File: src/rtl/ptsd_pkg.sv
`timescale 1ns / 1ps
// ----------------------------------------------------------------------------
// ptsd_pkg
// Shared types and constants of the point to segment distance core.
// ----------------------------------------------------------------------------
package ptsd_pkg;

  localparam int COORD_BITS_DEF     = 31;
  localparam int DIST_FRAC_BITS_DEF = 8;
  localparam int DIST_BITS          = 40;

  typedef enum logic [1:0] {
    REG_INTERIOR = 2'd0,
    REG_BEFORE   = 2'd1,
    REG_BEYOND   = 2'd2,
    REG_DEGEN    = 2'd3
  } region_t;

  typedef struct packed {
    logic    valid;
    region_t region;
  } ctl_t;

endpackage

File: src/rtl/ptsd_div_cell.sv
`timescale 1ns / 1ps
// ----------------------------------------------------------------------------
// ptsd_div_cell
// One restoring division step for both projection lanes, quotient bit K.
// ----------------------------------------------------------------------------
module ptsd_div_cell #(
  parameter int NUM_W  = 94,
  parameter int L2_W   = 63,
  parameter int Q_W    = 31,
  parameter int SIDE_W = 188,
  parameter int K      = 0
) (
  input  logic                clk,
  input  logic                rst,
  input  ptsd_pkg::ctl_t      ctl_in,
  input  logic [L2_W-1:0]     l2_in,
  input  logic [NUM_W-1:0]    rem_x_in,
  input  logic [Q_W-1:0]      q_x_in,
  input  logic [NUM_W-1:0]    rem_y_in,
  input  logic [Q_W-1:0]      q_y_in,
  input  logic [SIDE_W-1:0]   side_in,
  output ptsd_pkg::ctl_t      ctl_out,
  output logic [L2_W-1:0]     l2_out,
  output logic [NUM_W-1:0]    rem_x_out,
  output logic [Q_W-1:0]      q_x_out,
  output logic [NUM_W-1:0]    rem_y_out,
  output logic [Q_W-1:0]      q_y_out,
  output logic [SIDE_W-1:0]   side_out
);
  import ptsd_pkg::*;

  logic [NUM_W-1:0] dvs;
  logic             ge_x;
  logic             ge_y;
  logic [Q_W-1:0]   qbit;

  assign dvs  = NUM_W'(l2_in) << K;
  assign ge_x = rem_x_in >= dvs;
  assign ge_y = rem_y_in >= dvs;
  assign qbit = Q_W'(1) << K;

  always_ff @(posedge clk) begin
    if (rst) begin
      ctl_out <= '0;
    end else begin
      ctl_out <= ctl_in;
    end
  end

  always_ff @(posedge clk) begin
    l2_out    <= l2_in;
    side_out  <= side_in;
    rem_x_out <= ge_x ? rem_x_in - dvs : rem_x_in;
    rem_y_out <= ge_y ? rem_y_in - dvs : rem_y_in;
    q_x_out   <= ge_x ? (q_x_in | qbit) : q_x_in;
    q_y_out   <= ge_y ? (q_y_in | qbit) : q_y_in;
  end

endmodule

File: config.mk
export PLATFORM = sky130hd
export DESIGN_NAME = ptsd_div_cell
export DESIGN_NICKNAME = d
export VERILOG_FILES = /design/src/rtl/ptsd_pkg.sv /design/src/rtl/ptsd_div_cell.sv
export SDC_FILE = /design/constraint.sdc
export NUM_CORES = 1
export LEC_CHECK = 0
export BUFFER_PORTS_ARGS = -buffer_cell sky130_fd_sc_hd__buf_2
export CORE_AREA = 2 2 390 392
export DETAILED_ROUTE_END_ITERATION = 8
export DIE_AREA = 0 0 392 394
export REMOVE_ABC_BUFFERS = 1
export SYNTH_ARGS = -nofsm -noshare
export SYNTH_HDL_FRONTEND = slang
export SYNTH_SLANG_ARGS = --single-unit
File: constraint.sdc
create_clock -name clk -period 3.9 [get_ports clk]
set_input_delay 0.585 -clock clk [delete_from_list [all_inputs] [get_ports clk]]
set_output_delay 0.585 -clock clk [all_outputs]
set_load 0.03 [all_outputs]
==> flow_metrics.tcl, run 1 <==
set metrics [dict create \
    start_kind "input port" \
    overflow 0 \
    drtAntennaViolNets 0 \
    initial_core_util 0.143 \
    cts.sinks 504 \
    grt_max_degree 32 \
    die_area_um2 154000 \
    vias 24700 \
    cts.clk_slew.worst_paths_ns 0.05 \
    synth_edf_count 0 \
    synth_area_um2 21500 \
    period_share 0.959 \
    peakVddDrop_uv 284 \
    combPwrFrac 0.279 \
    fin_nets 4615 \
    hold_class "input port to register" \
    cp.required_ns 4.42 \
    cts_max_path_buffers 3 \
    p_seq_frac 0.336 \
    seq_area_frac_synth 0.468 \
    grt_pass1_vias 25000 \
    synthCells 2383 \
    netlist_top_cells_area "dfxtp_1, ha_1, a21oi_1, nand2_1, xnor2_1" \
    io_pins 1010 \
    p_clk_frac 0.385 \
    max_freq_ghz 0.267 \
    layout-drive-gt1-share 0.373 \
    syn_to_final_growth_pct 69.9 \
    setup_tns_ns 0 \
    htree_levels 3 \
    setup.worst_path.class "input port to register" \
    p_leak_nw 16.7 \
    power_density_nw_per_um2 475 \
    drv_cap 0 \
    core_area_um2 151000 \
    finalHoldViolations 0 \
    io_buffers 1009 \
    die_w_um 392 \
    ys.flop_type "dfxtp_1" \
    cts_setup_buffers 0 \
    swShare 0.353 \
    setup_violations 0 \
    gp_congestion 0.948 \
    min_period_ns 3.74 \
    syn_area_per_cell_um2 9.04 \
    yosysWarnings 0 \
    grtUsageTotal 0.194 \
    run_status "finished clean" \
    worst_pin_slew_ns 0.832 \
    cp_max_fo 6 \
    drtIter0Drc 1207 \
    relSlewSlack 0.440 \
    cts_buffers 69 \
    dpl.hpwl_um 137000 \
    routed_wl_um 156000 \
    via_per_inst 4.07 \
    wl_per_cell_um 25.7 \
    dp.cells 5672 \
    netlist.area_leader.share 0.468 \
    maxSlewViolCount 0 \
    arrival_ns 4.26 \
    synth_seq_cells 504 \
    final_cells 6087 \
    power.switching_w 0.00614 \
    antenna_found_initial 127 \
    first_pass_iters 5 \
    rows 143 \
    grt_pass1_wl_um 204000 \
    synth-async-reset-ratio 0 \
    crit_path_end_kind "register" \
    cts_tree "yes" \
    drc 0 \
    yosys.area.top_type "dfxtp_1" \
    p_int_w 0.0113 \
    die_h_um 394 \
    root_buffer "clkbuf_16" \
    ys_types 75 \
]
[cell families after synthesis]
| group | share of synthesized area |
|---|---|
| compound gates | 0.177 |
| xor+xnor | 0.0724 |
| fa+ha+maj | 0.0751 |
| buf+inv | 0.0362 |
| flops | 0.468 |
| mux | 0.00465 |
| simple gates | 0.166 |
[power groups by stage]
stage	clock, W	combinational [W]	sequential (W)
2_1_floorplan	0	0.00132	0.00697
3_3_place_gp	0	0.00460	0.00595
3_5_place_dp	0	0.00460	0.00595
4_1_cts	0.00690	0.00488	0.00585
5_1_grt	0.00708	0.00519	0.00589
6_report	0.00669	0.00486	0.00584
[path summary, 6_finish.rpt]
| check | start | end | slack (ns) | depth (start not counted) |
|---|---|---|---|---|
| worst max-delay path | l2_in[37] | rem_x_out[83] | 0.16 | 14 |
| worst min-delay path | l2_in[51] | l2_out[51] | 0.06 | 1 |
[layout by cell type (no fill, tap or decap), types with 19 or more instances in the layout]
master | synthesis | layout
diode_2 | 0 | 25
nand4_1 | 75 | 75
clkbuf_16 | 0 | 69
xor2_1 | 85 | 85
nand2b_1 | 21 | 21
inv_1 | 98 | 97
xnor2_1 | 93 | 93
ha_1 | 126 | 126
or3_1 | 25 | 25
dlygate4sd3_1 | 0 | 268
dfxtp_1 | 504 | 504
nand3_1 | 40 | 40
o21a_1 | 22 | 21
buf_4 | 8 | 336
buf_2 | 12 | 1009
a21o_1 | 57 | 57
o21ai_1 | 20 | 19
o21bai_1 | 37 | 37
nor2_1 | 177 | 177
nor4_1 | 33 | 32
nand2_1 | 221 | 221
nor3_1 | 53 | 53
o21ai_0 | 154 | 154
a21oi_1 | 239 | 239
[layout make-up]
| class | count | area, um^2 |
|---|---|---|
| clock inverter | 39 | 527 |
| antenna | 25 | 62.6 |
| inverter | 98 | 372 |
| multi-input combinational | 1685 | 10700 |
| sequential | 504 | 10100 |
| timing repair buffer | 1623 | 10500 |
| tap | 2030 | 2540 |
| clock buffer | 83 | 1840 |
| fill | 16600 | 114000 |
[registers in the layout, indices dropped and copies added, names as in the netlist]
signal,flops
rem_x_out,94
side_out,188
q_y_out,31
ctl_out,3
rem_y_out,94
l2_out,63
q_x_out,31
[stage by stage]
step                worst slack (ns)  utilization  instance area (um^2)  hold slack, ns  power [W]
floorplan                      -3.07            -                 21100           0.613    0.00829
global placement              -0.420        0.209                 31500           0.688     0.0106
detailed placement            -0.478        0.209                 31500           0.689     0.0106
CTS                           0.0226        0.242                 36500         0.00141     0.0176
global route                -0.00194        0.243                 36600          0.0259     0.0182
finish                         0.160        0.243                 36600          0.0562     0.0174
[cell usage after synthesis, drive strengths merged, types with 8 or more instances]
library cell	number
a31oi	16
a21oi	239
and2	11
or3	25
nor4	33
ha	126
dfxtp	504
nand2	221
xor2	85
buf	28
a21o	57
mux2	8
inv	98
nand4	75
nand3b	9
nor2b	16
nand3	40
and3	13
nand2b	21
o21bai	37
clkbuf	68
o31ai	11
xnor2	93
or4	12
o21a	22
a211oi	12
nor3	55
nor2	178
o211ai	14
o21ai	174
[critical path, cell delays in order]
cell	delay, ns
dlygate4sd3_1	0.52
buf_2	0.11
inv_1	0.13
ha_1	0.44
nand2_1	0.13
nor3_2	0.34
and3_1	0.21
a211o_1	0.12
a21oi_1	0.16
a21oi_1	0.36
buf_4	0.18
o211ai_1	0.13
or4_1	0.53
xnor2_1	0.30
[layer usage]
| metal | share of wire | track usage | routed length (um) | up-vias |
|---|---|---|---|---|
| li1 | - | - | - | 11700 |
| met1 | 0.37 | 0.204 | 57700 | 11600 |
| met2 | 0.47 | 0.329 | 72800 | 1041 |
| met3 | 0.11 | 0.0975 | 17900 | 358 |
| met4 | 0.046 | 0.0760 | 7170 | 92 |
| met5 | 0.0038 | 0 | 591 | - |
[what timing repair did]
action                                 CTS  global route
endpoints found under the hold margin  268             0
hold buffers                           268             0
resized for setup                        0             6
setup endpoints to repair                0             6
(Power assumes the default switching activity.)
==> inputs of run 2 (changes only) <==
--- a/config.mk
+++ b/config.mk
@@ -6,9 +6,9 @@
 export NUM_CORES = 1
 export LEC_CHECK = 0
 export BUFFER_PORTS_ARGS = -buffer_cell sky130_fd_sc_hd__buf_2
-export CORE_AREA = 2 2 390 392
+export CORE_AREA = 3 3 391 393
 export DETAILED_ROUTE_END_ITERATION = 8
-export DIE_AREA = 0 0 392 394
+export DIE_AREA = 0 0 394 396
 export REMOVE_ABC_BUFFERS = 1
 export SYNTH_ARGS = -nofsm -noshare
 export SYNTH_HDL_FRONTEND = slang
==> run 2 against run 1 <==
- clock power down 3.7%
- maximum frequency is 3.3% lower
- critical path depth up 2
- global-route usage hardly changed
- die area increased by 1.0%
- critical endpoint is now rem_y_out[88]
- largest cell class is now buffers
==> flow_metrics.tcl, run 2 (same netlist as run 1, synthesis figures left out) <==
set metrics [dict create \
    run_status "finished clean" \
    cts_buffers 68 \
    layout_common_cells "buf_2, dfxtp_1, buf_4, dlygate4sd3_1, a21oi_1" \
    root_buffer "clkbuf_16" \
    min_from "l2_in[37]" \
    largest_register "side_out" \
    p_leak_nw 17.1 \
    initial_core_util 0.144 \
    relSlewSlack 0.490 \
    combPwrFrac 0.286 \
    drtIter0Drc 1383 \
    hold_end "l2_out[37]" \
    power_w 0.0173 \
    reg_top3 "side_out (188), rem_x_out (94), rem_y_out (94)" \
    max_freq_ghz 0.258 \
    power.switching_w 0.00609 \
    final_cell_area_um2 37100 \
    cts_tree "yes" \
    fin_nets 4694 \
    first_pass_iters 7 \
    antenna_found_initial 107 \
    dp.cells 5728 \
    overflow 0 \
    maxSlewViolCount 0 \
    swShare 0.353 \
    grtUsageTotal 0.194 \
    cp.required_ns 4.44 \
    hold_class "input port to register" \
    via_per_inst 4.06 \
    io_pins 1010 \
    min_period_ns 3.87 \
    arrival_ns 4.41 \
    layout-drive-gt1-share 0.383 \
    final_common_cell "buf_2" \
    setup_violations 0 \
    worst_pin_slew_ns 0.761 \
    p_seq_frac 0.341 \
    timing.hold.ws_ns 0.0577 \
    p_int_w 0.0112 \
    grt_max_degree 58 \
    setup.worst_path.class "input port to register" \
    gp_congestion 0.929 \
    io_buffers 1009 \
    wl_per_cell_um 25.7 \
    cts.clk_slew.worst_paths_ns 0.05 \
    fillers 16400 \
    syn_to_final_growth_pct 72.3 \
    dpl.hpwl_um 139000 \
    cts.sinks 504 \
    p_clk_frac 0.373 \
    htree_levels 3 \
    finalHoldViolations 0 \
    crit_path_end_kind "register" \
    period_share 0.992 \
    min_delay_path_depth 1 \
    largest_reg_flops 188 \
    grt_pass1_vias 25700 \
    vias 25000 \
    rows 142 \
    routed_wl_um 158000 \
    final_cells 6149 \
    power_density_nw_per_um2 465 \
    start_kind "input port" \
    grt_pass1_wl_um 210000 \
    drtAntennaViolNets 0 \
    cts_max_path_buffers 3 \
    drv_cap 0 \
    die_w_um 394 \
    drc 0 \
    placed_area_um2 31900 \
    setup_tns_ns 0 \
    die_area_um2 156000 \
    core_area_um2 150000 \
    peakVddDrop_uv 302 \
    die_h_um 396 \
    cp_max_fo 5 \
    rsz0062_at_grt "yes" \
]
[run 2: cell types whose count changed in the layout (fill, tap and decap cells not counted), sizes merged]
cell / previous run / this run
bufinv: 7 / 4
buf: 1355 / 1431
clkbuf: 83 / 89
clkinv: 18 / 15
diode: 25 / 24
dlygate4sd3: 268 / 272
inv: 106 / 105
clkinvlp: 6 / 4
[run 2: how the worst max path moves through the flow]
stage	start	endpoint	slack, ns	cells after the start
6_report	l2_in[43]	rem_y_out[88]	0.03	16
5_1_grt	l2_in[43]	rem_y_out[88]	-0.11	16
4_1_cts	l2_in[43]	rem_y_out[88]	0.01	16
3_5_place_dp	l2_in[31]	rem_x_out[76]	-0.77	16
3_3_place_gp	l2_in[31]	rem_x_out[83]	-0.77	16
2_1_floorplan	l2_in[22]	rem_y_out[79]	-3.07	12
[run 2: what timing repair did]
action | 4_1_cts | 5_1_grt
setup endpoints to repair | 4 | 44
pin swaps | 0 | 1
hold buffers | 272 | 0
hold endpoints to repair | 272 | 0
gates resized for setup | 1 | 9
buffers inserted | 0 | 6
[run 2: through the flow]
| stage | util | worst slack (ns) |
|---|---|---|
| global placement | 0.213 | -0.767 |
| detailed placement | 0.213 | -0.766 |
| floorplan | - | -3.07 |
| CTS | 0.247 | 0.0129 |
| global route | 0.248 | -0.109 |
| finish | 0.248 | 0.0307 |
[run 2: area by class of cell]
| cell class | count | area, um^2 | area share |
|---|---|---|---|
| well taps | 2016 | 2520 | 0.0680 |
| inverters | 98 | 368 | 0.00991 |
| repair buffers | 1703 | 11100 | 0.298 |
| clock inverters | 30 | 379 | 0.0102 |
| clock buffers | 89 | 1890 | 0.0509 |
| diodes | 24 | 60.1 | 0.00162 |
| flip-flops and latches | 504 | 10100 | 0.272 |
| multi-input cells | 1685 | 10700 | 0.289 |
[run 2: metal layers]
layer	vias up	GRT usage	share of wire
met3	315	0.0742	0.086
li1	11800	-	-
met4	38	0.0630	0.036
met1	11800	0.210	0.38
met2	1034	0.348	0.50
met5	-	0	0.0016
[run 2: worst max-delay path, stage by stage]
cell           delay (ns)
dlygate4sd3_1        0.53
buf_2                0.13
inv_1                0.23
ha_1                 0.30
buf_4                0.16
a21oi_1              0.23
o21ai_0              0.16
a221o_1              0.32
a221oi_1             0.26
buf_4                0.16
o31a_1               0.17
buf_12               0.13
o21ai_0              0.16
a2111oi_2            0.43
nand3_1              0.20
xnor2_1              0.25
[run 2: power by group through the flow]
stage                     clock (W)  combinational, W  sequential, W
final                       0.00644           0.00493        0.00588
after global routing        0.00685           0.00527        0.00592
after CTS                   0.00668           0.00496        0.00589
after detailed placement          0           0.00468        0.00599
after global placement            0           0.00468        0.00599
after floorplan                   0           0.00132        0.00697
