**src/rtl/ptsd_pkg.sv**
```systemverilog
`timescale 1ns / 1ps
// ----------------------------------------------------------------------------
// ptsd_pkg
// Shared types and constants of the point to segment distance core.
// ----------------------------------------------------------------------------
package ptsd_pkg;

  localparam int COORD_BITS_DEF     = 31;
  localparam int DIST_FRAC_BITS_DEF = 8;
  localparam int DIST_BITS          = 40;

  typedef enum logic [1:0] {
    REG_INTERIOR = 2'd0,
    REG_BEFORE   = 2'd1,
    REG_BEYOND   = 2'd2,
    REG_DEGEN    = 2'd3
  } region_t;

  typedef struct packed {
    logic    valid;
    region_t region;
  } ctl_t;

endpackage

```
**src/rtl/ptsd_root_cell.sv**
```systemverilog
`timescale 1ns / 1ps
// ----------------------------------------------------------------------------
// ptsd_root_cell
// One digit-by-digit square root step, root bit B.
// ----------------------------------------------------------------------------
module ptsd_root_cell #(
  parameter int VW = 80,
  parameter int RB = 40,
  parameter int B  = 0
) (
  input  logic           clk,
  input  logic           rst,
  input  ptsd_pkg::ctl_t ctl_in,
  input  logic [VW-1:0]  e_in,
  input  logic [RB-1:0]  r_in,
  output ptsd_pkg::ctl_t ctl_out,
  output logic [VW-1:0]  e_out,
  output logic [RB-1:0]  r_out
);
  import ptsd_pkg::*;

  logic [VW:0] trial;
  logic [VW:0] e_ext;
  logic        ge;

  // (r + 2^B)^2 - r^2 = r*2^(B+1) + 2^(2B)
  assign trial = ((VW+1)'(r_in) << (B + 1)) + ((VW+1)'(1) << (2 * B));
  assign e_ext = (VW+1)'(e_in);
  assign ge    = e_ext >= trial;

  always_ff @(posedge clk) begin
    if (rst) begin
      ctl_out <= '0;
    end else begin
      ctl_out <= ctl_in;
    end
  end

  always_ff @(posedge clk) begin
    e_out <= ge ? VW'(e_ext - trial) : e_in;
    r_out <= ge ? (r_in | (RB'(1) << B)) : r_in;
  end

endmodule

```
**config.mk**
```make
export PLATFORM = sky130hd
export DESIGN_NAME = ptsd_root_cell
export DESIGN_NICKNAME = d
export VERILOG_FILES = /design/src/rtl/ptsd_pkg.sv /design/src/rtl/ptsd_root_cell.sv
export SDC_FILE = /design/constraint.sdc
export NUM_CORES = 1
export LEC_CHECK = 0
export BUFFER_PORTS_ARGS = -buffer_cell sky130_fd_sc_hd__clkbuf_2
export CAP_MARGIN = 20
export CORE_MARGIN = 5
export CORE_UTILIZATION = 53
export CTS_BUF_LIST = sky130_fd_sc_hd__clkbuf_16
export DETAILED_ROUTE_END_ITERATION = 16
export GPL_ROUTABILITY_DRIVEN = 0
export PLACE_DENSITY = 0.86
export SETUP_SLACK_MARGIN = 0.4
export SYNTH_ARGS = -nofsm -noshare
export SYNTH_HDL_FRONTEND = slang
export SYNTH_SLANG_ARGS = --single-unit
```
**constraint.sdc**
```tcl
create_clock -name clk -period 8 [get_ports clk]
set_input_delay 1.2 -clock clk [delete_from_list [all_inputs] [get_ports clk]]
set_output_delay 1.2 -clock clk [all_outputs]
set_load 0.05 [all_outputs]
```
==> impl_metrics.py, run 1 <==
metrics = {
    "power_and_ir_drop": {
        "pwr-share-comb": 0.306,
        "p_int_w": 0.00134,
        "switching_share": 0.356,
        "vdd_ir_drop_max_mv": 0.190,
        "power_frac_seq": 0.338,
        "clockPowerShare": 0.356,
        "cellPowerDensity_nw_per_um2": 253,
        "leakage_nw": 3.96,
        "switchingPower_w": 0.000742,
    },
    "drt": {
        "drtAntennaViolNets": 0,
        "drt_first_pass_iters": 5,
        "totalWireLength_um": 18700,
        "routed_via_density": 5.57,
        "met2_length_um": 9190,
        "num_vias": 6330,
        "routed.top_layer": "met4",
        "wl_met3_um": 1660,
        "wl_met1_um": 7330,
        "wl_per_cell_um": 16.5,
        "drc": 0,
        "drt_first_iter_violations": 442,
    },
    "die": {
        "die-height_um": 120,
        "pin_count": 248,
        "initial_core_util": 0.537,
        "coreArea_um2": 11900,
        "dieWidth_um": 120,
        "rows": 40,
        "die_area_um2": 14400,
    },
    "clock_tree": {
        "cts_setup_buffers": 0,
        "cts_buffer_depth": 2,
        "h-tree-depth": 4,
        "cts_made_buffers": 17,
        "clk_pin_slew_ns": 0.06,
        "cts_sinks": 123,
        "clockRootBuffer": "clkbuf_16",
        "ctsResizeCount": 0,
        "tritoncts": "built",
        "postCtsHoldBufs": 0,
    },
    "synth": {
        "ys_seq_elements": 123,
        "synth-xor-area-share": 0.107,
        "synth.top_cell.area_share": 0.385,
        "synth_top_family_by_area": "simple AND/OR/NAND/NOR gates",
        "synth.distinct_cells": 60,
        "synth-compound-area-share": 0.164,
        "synth-edff-count": 0,
        "synth-simple-area-share": 0.190,
        "ys_seq_area_frac": 0.385,
        "syn_avg_cell_area_um2": 8.56,
        "synthAdderAreaFrac": 0.0834,
        "syn_inst": 747,
        "yosysWarnings": 0,
        "synth_flop_cell": "dfxtp_1",
        "syn_area_um2": 6390,
        "synth_nets": 914,
        "synth_largest_area_cell": "dfxtp_1",
        "synth-async-reset-ratio": 0,
        "synth_area_leaders": "dfxtp_1 (39%), ha_1 (8.0%), xnor2_1 (7.4%), a21oi_1 (6.3%), nor2_1 (3.9%)",
        "synthMuxAreaShare": 0.0159,
    },
    "placement": {
        "numPortBuffers": 247,
        "post-dp-hpwl_um": 14500,
        "placed_cells": 1107,
    },
    "final_layout": {
        "finalNonFillerCells": 1136,
        "syn2layout_area_growth_pct": 28.6,
        "final_common_cell": "clkbuf_2",
        "n_antenna_cell": 0,
        "final_cell_mix": "clkbuf_2 (247), dfxtp_1 (123), a21oi_1 (81)",
        "fin_nets": 1146,
        "drive_gt1_frac": 0.293,
    },
    "global_route": {
        "grtUsageTotal": 0.256,
        "grt_pass1_vias": 6159,
        "antenna_found_initial": 0,
        "grt_overflow": 0,
        "grt_max_degree": 83,
        "grt_pass1_wl_um": 29600,
    },
    "worst_hold_path": {
        "min-delay-start": "r_in[28]",
        "min_path_cells": 1,
        "hold_class": "primary input to flip-flop",
        "min_to": "r_out[28]$_DFF_P_",
    },
    "critical_path": {
        "cp-end-kind": "flip-flop",
        "cp-start-kind": "primary input",
        "crit_type": "primary input to flip-flop",
        "slowest_stage": "a21boi_1",
        "cp_max_fo": 11,
        "cp.required_ns": 8.32,
        "critPathMaxStageDelay_ns": 0.80,
        "worstPathArrival_ns": 4.95,
        "crit_chain": "clkbuf_2 > inv_1 > ha_1 > a21oi_1 > o221ai_1 > a31o_2 > a21o_1 > o21ai_0 > o31ai_1 > a21boi_1 > nand4b_1 > xnor2_1",
    },
    "sta": {
        "final-setup-viol-count": 0,
        "fin_setup_tns_ns": 0,
        "finalHoldViolCount": 0,
        "period_share": 0.579,
        "period_minus_slack_ns": 4.63,
        "worstMarginPinSlew_ns": 1.18,
        "drv_slew": 0,
        "clock.fmax_ghz": 0.216,
        "slew_headroom": 0.205,
        "whs_ns": 0.888,
        "rsz0062_at_grt": "false",
    },
    "run": {
        "maxCapViolCount": 0,
    },
    "outcome": {
        "status": "completed",
    },
}
-- registers in the layout (all words and copies together) (netlist names) --
signal,cells
ctl_out,3
e_out,80
r_out,40
-- worst max-delay path by stage --
stage | from | end | slack [ns] | depth (start not counted)
6_report | r_in[2] | e_out[59]$_DFF_P_ | 3.37 | 12
3_3_place_gp | r_in[25] | e_out[65]$_DFF_P_ | 2.96 | 13
2_1_floorplan | r_in[2] | e_out[65]$_DFF_P_ | 4.16 | 11
4_1_cts | r_in[23] | e_out[65]$_DFF_P_ | 3.36 | 13
5_1_grt | r_in[23] | e_out[65]$_DFF_P_ | 3.04 | 13
3_5_place_dp | r_in[23] | e_out[65]$_DFF_P_ | 2.93 | 13
-- critical path: cells and delay by family --
family	cells	cell delay [ns]
xor+xnor	1	0.29
compound gates	7	2.73
simple gates	1	0.26
buf+inv	2	0.11
fa+ha+maj	1	0.33
-- routing by layer --
layer,vias up,track usage
li1,3084,-
met1,2874,0.286
met2,324,0.454
met3,48,0.0796
met4,0,0.100
met5,-,0
-- cells in the mapped netlist, drive strengths merged, types with 2 or more instances --
library cell,number
o21a,3
inv,51
mux2,9
o31a,2
nor4b,2
or3,8
nand4,21
nor2,67
and3,3
nand3,23
clkbuf,26
a41oi,3
a211oi,3
nand3b,5
o21ai,23
nand2b,4
nor4,11
xnor2,54
a21o,19
nor2b,7
o211ai,6
ha,41
a21boi,3
and4,5
xor2,24
a31oi,4
a21oi,81
nor3,20
or4,3
nand4b,3
o21bai,6
dfxtp,123
o221ai,2
a31o,2
o41ai,2
buf,9
o31ai,5
nand2,50
-- power by group through the flow --
stage                     Sequential [W]  Combinational, W  Clock [W]
after global placement          0.000714          0.000623          0
after detailed placement        0.000716          0.000629          0
after CTS                       0.000705          0.000634   0.000748
after floorplan                 0.000968          0.000210          0
after global routing            0.000710          0.000675   0.000780
final                           0.000704          0.000636   0.000742
-- metrics by stage --
step                instance area (um^2)   util  total power [W]  worst slack [ns]
floorplan                           6390      -          0.00118              4.16
global placement                    7660  0.643          0.00134              2.96
detailed placement                  7660  0.643          0.00134              2.93
CTS                                 8220  0.690          0.00209              3.36
global route                        8220  0.690          0.00216              3.04
finish                              8220  0.690          0.00208              3.37
-- layout make-up --
cell class              instances  area, um^2
repair buffers                248        1240
multi-input cells             538        3580
flip-flops and latches        123        2460
clock buffers                  17         425
clock inverters                12         133
inverters                      51         191
well taps                     147         184
fillers                       939        3690
-- kinds of logic (layout without fill, tap and decap cells) --
logic type / after synthesis / count (layout)
AOI/OAI and AO/OA: 171 / 171
xor gates and xnor gates: 78 / 78
adders and majority gates: 42 / 42
muxes: 9 / 9
buffers and inverters: 86 / 328
and+or+nand+nor: 238 / 238
DFF: 123 / 123
Note: power is estimated with default switching activity, not from simulation.
==> run 2, diff against run 1 <==
Settings changed: CORE_UTILIZATION 53 to 45, PLACE_DENSITY 0.86 to 0.78.
Clock period 8 ns to 4.2 ns, I/O delays scaled along.
==> run 2 against run 1 <==
  * Die area increased by 16%
  * Worst hold slack lost 0.57 ns
  * Via count decreased by 1.5%
  * Final area up 1.9%
  * Sequential cell count unchanged
  * Final cell count grew 4.0%
  * Critical endpoint is now e_out[65]$_DFF_P_
  * Sequential share of layout area shrank 0.55 points
==> impl_metrics.py, run 2 (synthesis results as in run 1) <==
metrics = {
    "critical_path": {
        "endpoint": "e_out[65]$_DFF_P_",
        "worstPathArrival_ns": 3.81,
        "cp.required_ns": 4.51,
        "cp-end-kind": "flip-flop",
        "cp-start-kind": "primary input",
        "crit_type": "primary input to flip-flop",
        "critPathLaunch": "r_in[2]",
        "cp_max_fo": 5,
    },
    "drt": {
        "drt_first_pass_iters": 5,
        "num_vias": 6238,
        "drc": 0,
        "drt_first_iter_violations": 392,
        "totalWireLength_um": 18900,
        "routed_via_density": 5.28,
        "wl_per_cell_um": 16.0,
        "drtAntennaViolNets": 0,
    },
    "global_route": {
        "grtUsageTotal": 0.223,
        "antenna_found_initial": 0,
        "grt_pass1_vias": 6248,
        "grt_overflow": 0,
        "grt_pass1_wl_um": 29700,
        "grt_max_degree": 54,
    },
    "final_layout": {
        "final_area_um2": 8380,
        "syn2layout_area_growth_pct": 31.0,
        "largest_registers": "e_out: 80 flops, r_out: 40 flops, ctl_out: 3 flops",
        "drive_gt1_frac": 0.300,
        "n_antenna_cell": 0,
        "largest_reg_flops": 80,
        "final_cell_mix": "clkbuf_2 (247), dfxtp_1 (123), a21oi_1 (81)",
        "fin_nets": 1155,
        "top_register": "e_out",
        "final_common_cell": "clkbuf_2",
    },
    "die": {
        "coreArea_um2": 13900,
        "die-height_um": 129,
        "die_area_um2": 16700,
        "pin_count": 248,
        "initial_core_util": 0.461,
        "dieWidth_um": 129,
        "rows": 43,
    },
    "power_and_ir_drop": {
        "switching_share": 0.356,
        "leakage_nw": 4.05,
        "clockPowerShare": 0.357,
        "p_int_w": 0.00256,
        "switchingPower_w": 0.00141,
        "pwr-share-comb": 0.305,
        "cellPowerDensity_nw_per_um2": 475,
        "vdd_ir_drop_max_mv": 0.354,
        "power_frac_seq": 0.337,
    },
    "clock_tree": {
        "h-tree-depth": 4,
        "clk_pin_slew_ns": 0.06,
        "tritoncts": "built",
        "cts_made_buffers": 17,
        "cts_sinks": 123,
        "clockRootBuffer": "clkbuf_16",
        "cts_buffer_depth": 2,
    },
    "worst_hold_path": {
        "hold_class": "primary input to flip-flop",
    },
    "sta": {
        "worstMarginPinSlew_ns": 0.725,
        "whs_ns": 0.319,
        "drv_slew": 0,
        "period_share": 0.834,
        "fin_setup_tns_ns": 0,
        "slew_headroom": 0.510,
        "period_minus_slack_ns": 3.50,
        "final-setup-viol-count": 0,
        "rsz0062_at_grt": "false",
        "fin_ws_ns": 0.698,
        "finalHoldViolCount": 0,
        "clock.fmax_ghz": 0.286,
    },
    "run": {
        "maxCapViolCount": 0,
    },
    "outcome": {
        "status": "completed",
    },
    "placement": {
        "numPortBuffers": 247,
        "post-dp-hpwl_um": 15100,
        "dpl_cell_area_um2": 7780,
        "place_ws_ns": 0.253,
    },
}
run 2: changes by cell type in the layout (fill, tap and decap cells not counted):
cell	change
buf_4	+8
inv_1	+5
buf_12	+1
clkinv_1	-1
clkinv_2	-1
nor4b_1	-1
nor4b_2	+1
nor4bb_1	-1
nor4bb_4	+1
run 2: worst min-delay path by stage:
stage	from	end	depth (start not counted)
final	r_in[34]	r_out[34]$_DFF_P_	1
after global routing	r_in[34]	r_out[34]$_DFF_P_	1
after CTS	r_in[34]	r_out[34]$_DFF_P_	1
after detailed placement	r_in[37]	r_out[37]$_DFF_P_	1
after global placement	r_in[35]	r_out[35]$_DFF_P_	1
after floorplan	r_in[10]	r_out[10]$_DFF_P_	0
run 2: power by group through the flow:
| stage | clock network (W) | logic, W | registers, W |
|---|---|---|---|
| after floorplan | 0 | 0.000401 | 0.00184 |
| after global placement | 0 | 0.00120 | 0.00136 |
| after detailed placement | 0 | 0.00120 | 0.00137 |
| after CTS | 0.00145 | 0.00121 | 0.00134 |
| after global routing | 0.00150 | 0.00129 | 0.00135 |
| final | 0.00142 | 0.00121 | 0.00134 |
run 2: area by class of cell:
type                    instances  area, um^2
multi-input cells             538        3600
fillers                      1230        5510
clock inverters                15         143
flip-flops and latches        123        2460
clock buffers                  17         425
well taps                     180         225
repair buffers                257        1320
inverters                      51         191
run 2: what timing repair did:
action | in CTS | in global routing
hold buffers | 0 | 0
setup endpoints to repair | 0 | 19
gates resized for setup | 0 | 3
buffers inserted | 0 | 1
run 2: per-stage QoR:
stage / util / cells / power (W)
6_report: 0.603 / 1181 / 0.00397
5_1_grt: 0.603 / 1181 / 0.00414
4_1_cts: 0.601 / 1180 / 0.00400
3_5_place_dp: 0.560 / 1148 / 0.00257
3_3_place_gp: 0.560 / 1148 / 0.00256
2_1_floorplan: - / 747 / 0.00224
run 2: worst max-delay path, cell delays in order:
cell and delay [ns]:
clkbuf_2 0.08, inv_1 0.04, ha_1 0.33, a21oi_1 0.27, o221ai_1 0.26, a221oi_1 0.50
a21oi_1 0.23, a41oi_2 0.35, o31a_1 0.25, o311a_1 0.25, or4b_1 0.47, xnor2_1 0.14
run 2: layer usage:
layer | GRT usage | wire, um | part of all wire
met5 | 0 | 0 | 0
met4 | 0.0667 | 291 | 0.015
met3 | 0.0692 | 1730 | 0.091
met2 | 0.396 | 9360 | 0.50
met1 | 0.257 | 7490 | 0.40
==> run 3, diff against run 2 <==
Clock period 4.2 ns to 2.95 ns, I/O delays scaled along.
==> run 3 against run 2 <==
  * Count of clock-buffer cells in the layout unchanged
  * Combinational power up 82%
  * Final area up 27%
  * Non-clock buffer count up 156
  * Sequential cell count unchanged
  * Clock power up 65%
  * Global-route usage up 4.8 points
  * Highest routed layer unchanged
  * Critical path depth up 3
  * Final cell count up 13%
  * Sequential power up 43%
  * Worst hold slack worse by 0.21 ns
==> impl_metrics.py, run 3 (synthesis results as in run 1) <==
metrics = {
    "final_layout": {
        "fin_nets": 1312,
        "final_util": 0.766,
        "largest_reg_flops": 80,
        "syn2layout_area_growth_pct": 66.4,
        "final_area_um2": 10600,
        "largest_registers": "e_out: 80 flops, r_out: 40 flops, ctl_out: 3 flops",
        "final_cell_mix": "clkbuf_2 (234), buf_4 (153), dfxtp_1 (123)",
        "final_common_cell": "clkbuf_2",
        "drive_gt1_frac": 0.504,
        "top_register": "e_out",
    },
    "critical_path": {
        "path_buf_inv": 5,
        "critPathMaxStageDelay_ns": 0.30,
        "crit_type": "primary input to flip-flop",
        "slowest_stage": "ha_4",
        "cp_max_fo": 7,
        "cp_num_cells": 15,
        "worstPathArrival_ns": 3.09,
        "crit_chain": "clkbuf_2 > inv_2 > ha_4 > nand2_4 > o31ai_4 > o211ai_1 > o211ai_1 > a21oi_2 > buf_4 > o211ai_1 > buf_4 > buf_4 > and3_4 > nand4_1 > xnor2_1",
        "cp-end-kind": "flip-flop",
        "critPathLaunch": "r_in[8]",
        "crit_family": "compound AO/OA/AOI/OAI gates",
        "cp.required_ns": 3.30,
        "endpoint": "e_out[74]$_DFF_P_",
        "cp-start-kind": "primary input",
    },
    "drt": {
        "routed_via_density": 5.45,
        "num_vias": 7307,
        "drt_first_pass_iters": 5,
        "drt_first_iter_violations": 470,
        "wl_per_cell_um": 18.8,
        "drtAntennaViolNets": 0,
        "drc": 0,
        "totalWireLength_um": 25200,
    },
    "die": {
        "initial_core_util": 0.461,
        "coreArea_um2": 13900,
        "die-height_um": 129,
        "die_area_um2": 16700,
        "dieWidth_um": 129,
        "rows": 43,
        "pin_count": 248,
    },
    "sta": {
        "rsz0062_at_grt": "true",
        "finalHoldViolCount": 0,
        "worstMarginPinSlew_ns": 0.684,
        "period_minus_slack_ns": 2.74,
        "drv_slew": 0,
        "clock.fmax_ghz": 0.365,
        "final-setup-viol-count": 0,
        "period_share": 0.928,
        "fin_ws_ns": 0.211,
        "slew_headroom": 0.532,
    },
    "clock_tree": {
        "clockRootBuffer": "clkbuf_16",
        "postCtsHoldBufs": 0,
        "cts_sinks": 123,
        "cts_buffer_depth": 2,
        "cts_made_buffers": 17,
        "h-tree-depth": 4,
        "tritoncts": "built",
        "clk_pin_slew_ns": 0.06,
    },
    "global_route": {
        "grt_pass1_wl_um": 35500,
        "antenna_found_initial": 2,
        "grt_pass1_vias": 7199,
        "grt_max_degree": 32,
        "grt_overflow": 0,
        "grtUsageTotal": 0.271,
    },
    "placement": {
        "dpl_cell_area_um2": 8950,
        "place_ws_ns": -0.238,
        "post-dp-hpwl_um": 17400,
        "numPortBuffers": 247,
    },
    "power_and_ir_drop": {
        "vdd_ir_drop_max_mv": 0.514,
        "power_w": 0.00645,
        "cellPowerDensity_nw_per_um2": 606,
        "leakage_nw": 5.05,
    },
    "outcome": {
        "status": "completed",
    },
    "worst_hold_path": {
        "hold_class": "primary input to flip-flop",
    },
    "run": {
        "maxCapViolCount": 0,
    },
}
[run 3: cell count changes in the layout (fill, tap and decap cells not counted), moves of 13 or more]
cell	change
buf_4	+144
buf_6	+15
ha_1	-26
ha_4	+25
inv_1	-19
clkbuf_2	-13
a21oi_1	-15
[run 3: per-layer routing]
layer | global-route usage | share of wire | up-vias
met5 | 0 | 0 | -
met4 | 0.120 | 0.041 | 0
met1 | 0.296 | 0.37 | 3411
met3 | 0.0767 | 0.084 | 83
li1 | - | - | 3425
met2 | 0.486 | 0.51 | 388
[run 3: layout make-up]
cell class	instances	area (um^2)
repair buffers	413	2670
clock buffers	17	425
flip-flops and latches	123	2460
multi-input cells	539	4430
well taps	180	225
diodes	2	5.00
fillers	939	3240
clock inverters	15	224
inverters	51	199
[run 3: worst min path at each step]
stage	start	to	slack, ns	depth (start not counted)
5_1_grt	r_in[12]	r_out[12]$_DFF_P_	0.10	1
4_1_cts	r_in[35]	r_out[35]$_DFF_P_	0.12	1
6_report	r_in[12]	r_out[12]$_DFF_P_	0.11	1
3_5_place_dp	r_in[36]	r_out[36]$_DFF_P_	0.56	1
2_1_floorplan	r_in[10]	r_out[10]$_DFF_P_	0.47	0
3_3_place_gp	r_in[36]	r_out[36]$_DFF_P_	0.56	1
[run 3: stage by stage]
stage / std cells / setup TNS [ns] / hold slack [ns]
final: 1340 / 0 / 0.110
after global routing: 1340 / 0 / 0.102
after CTS: 1326 / 0 / 0.117
after detailed placement: 1281 / -9.19 / 0.561
after global placement: 1281 / -6.38 / 0.560
after floorplan: 747 / 0 / 0.470
[run 3: timing repair]
action | 4_1_cts | 5_1_grt
endpoints found under the setup margin | 67 | 80
buffers inserted | 12 | 10
cloned | 1 | 2
pin swaps | 17 | 43
gates resized for setup | 57 | 110
[run 3: where the power goes]
part	switching [W]	leakage (nW)	internal, W
logic	0.00142	3.69	0.000783
registers	0.0000528	1.04	0.00186
clock network	0.000839	0.319	0.00150
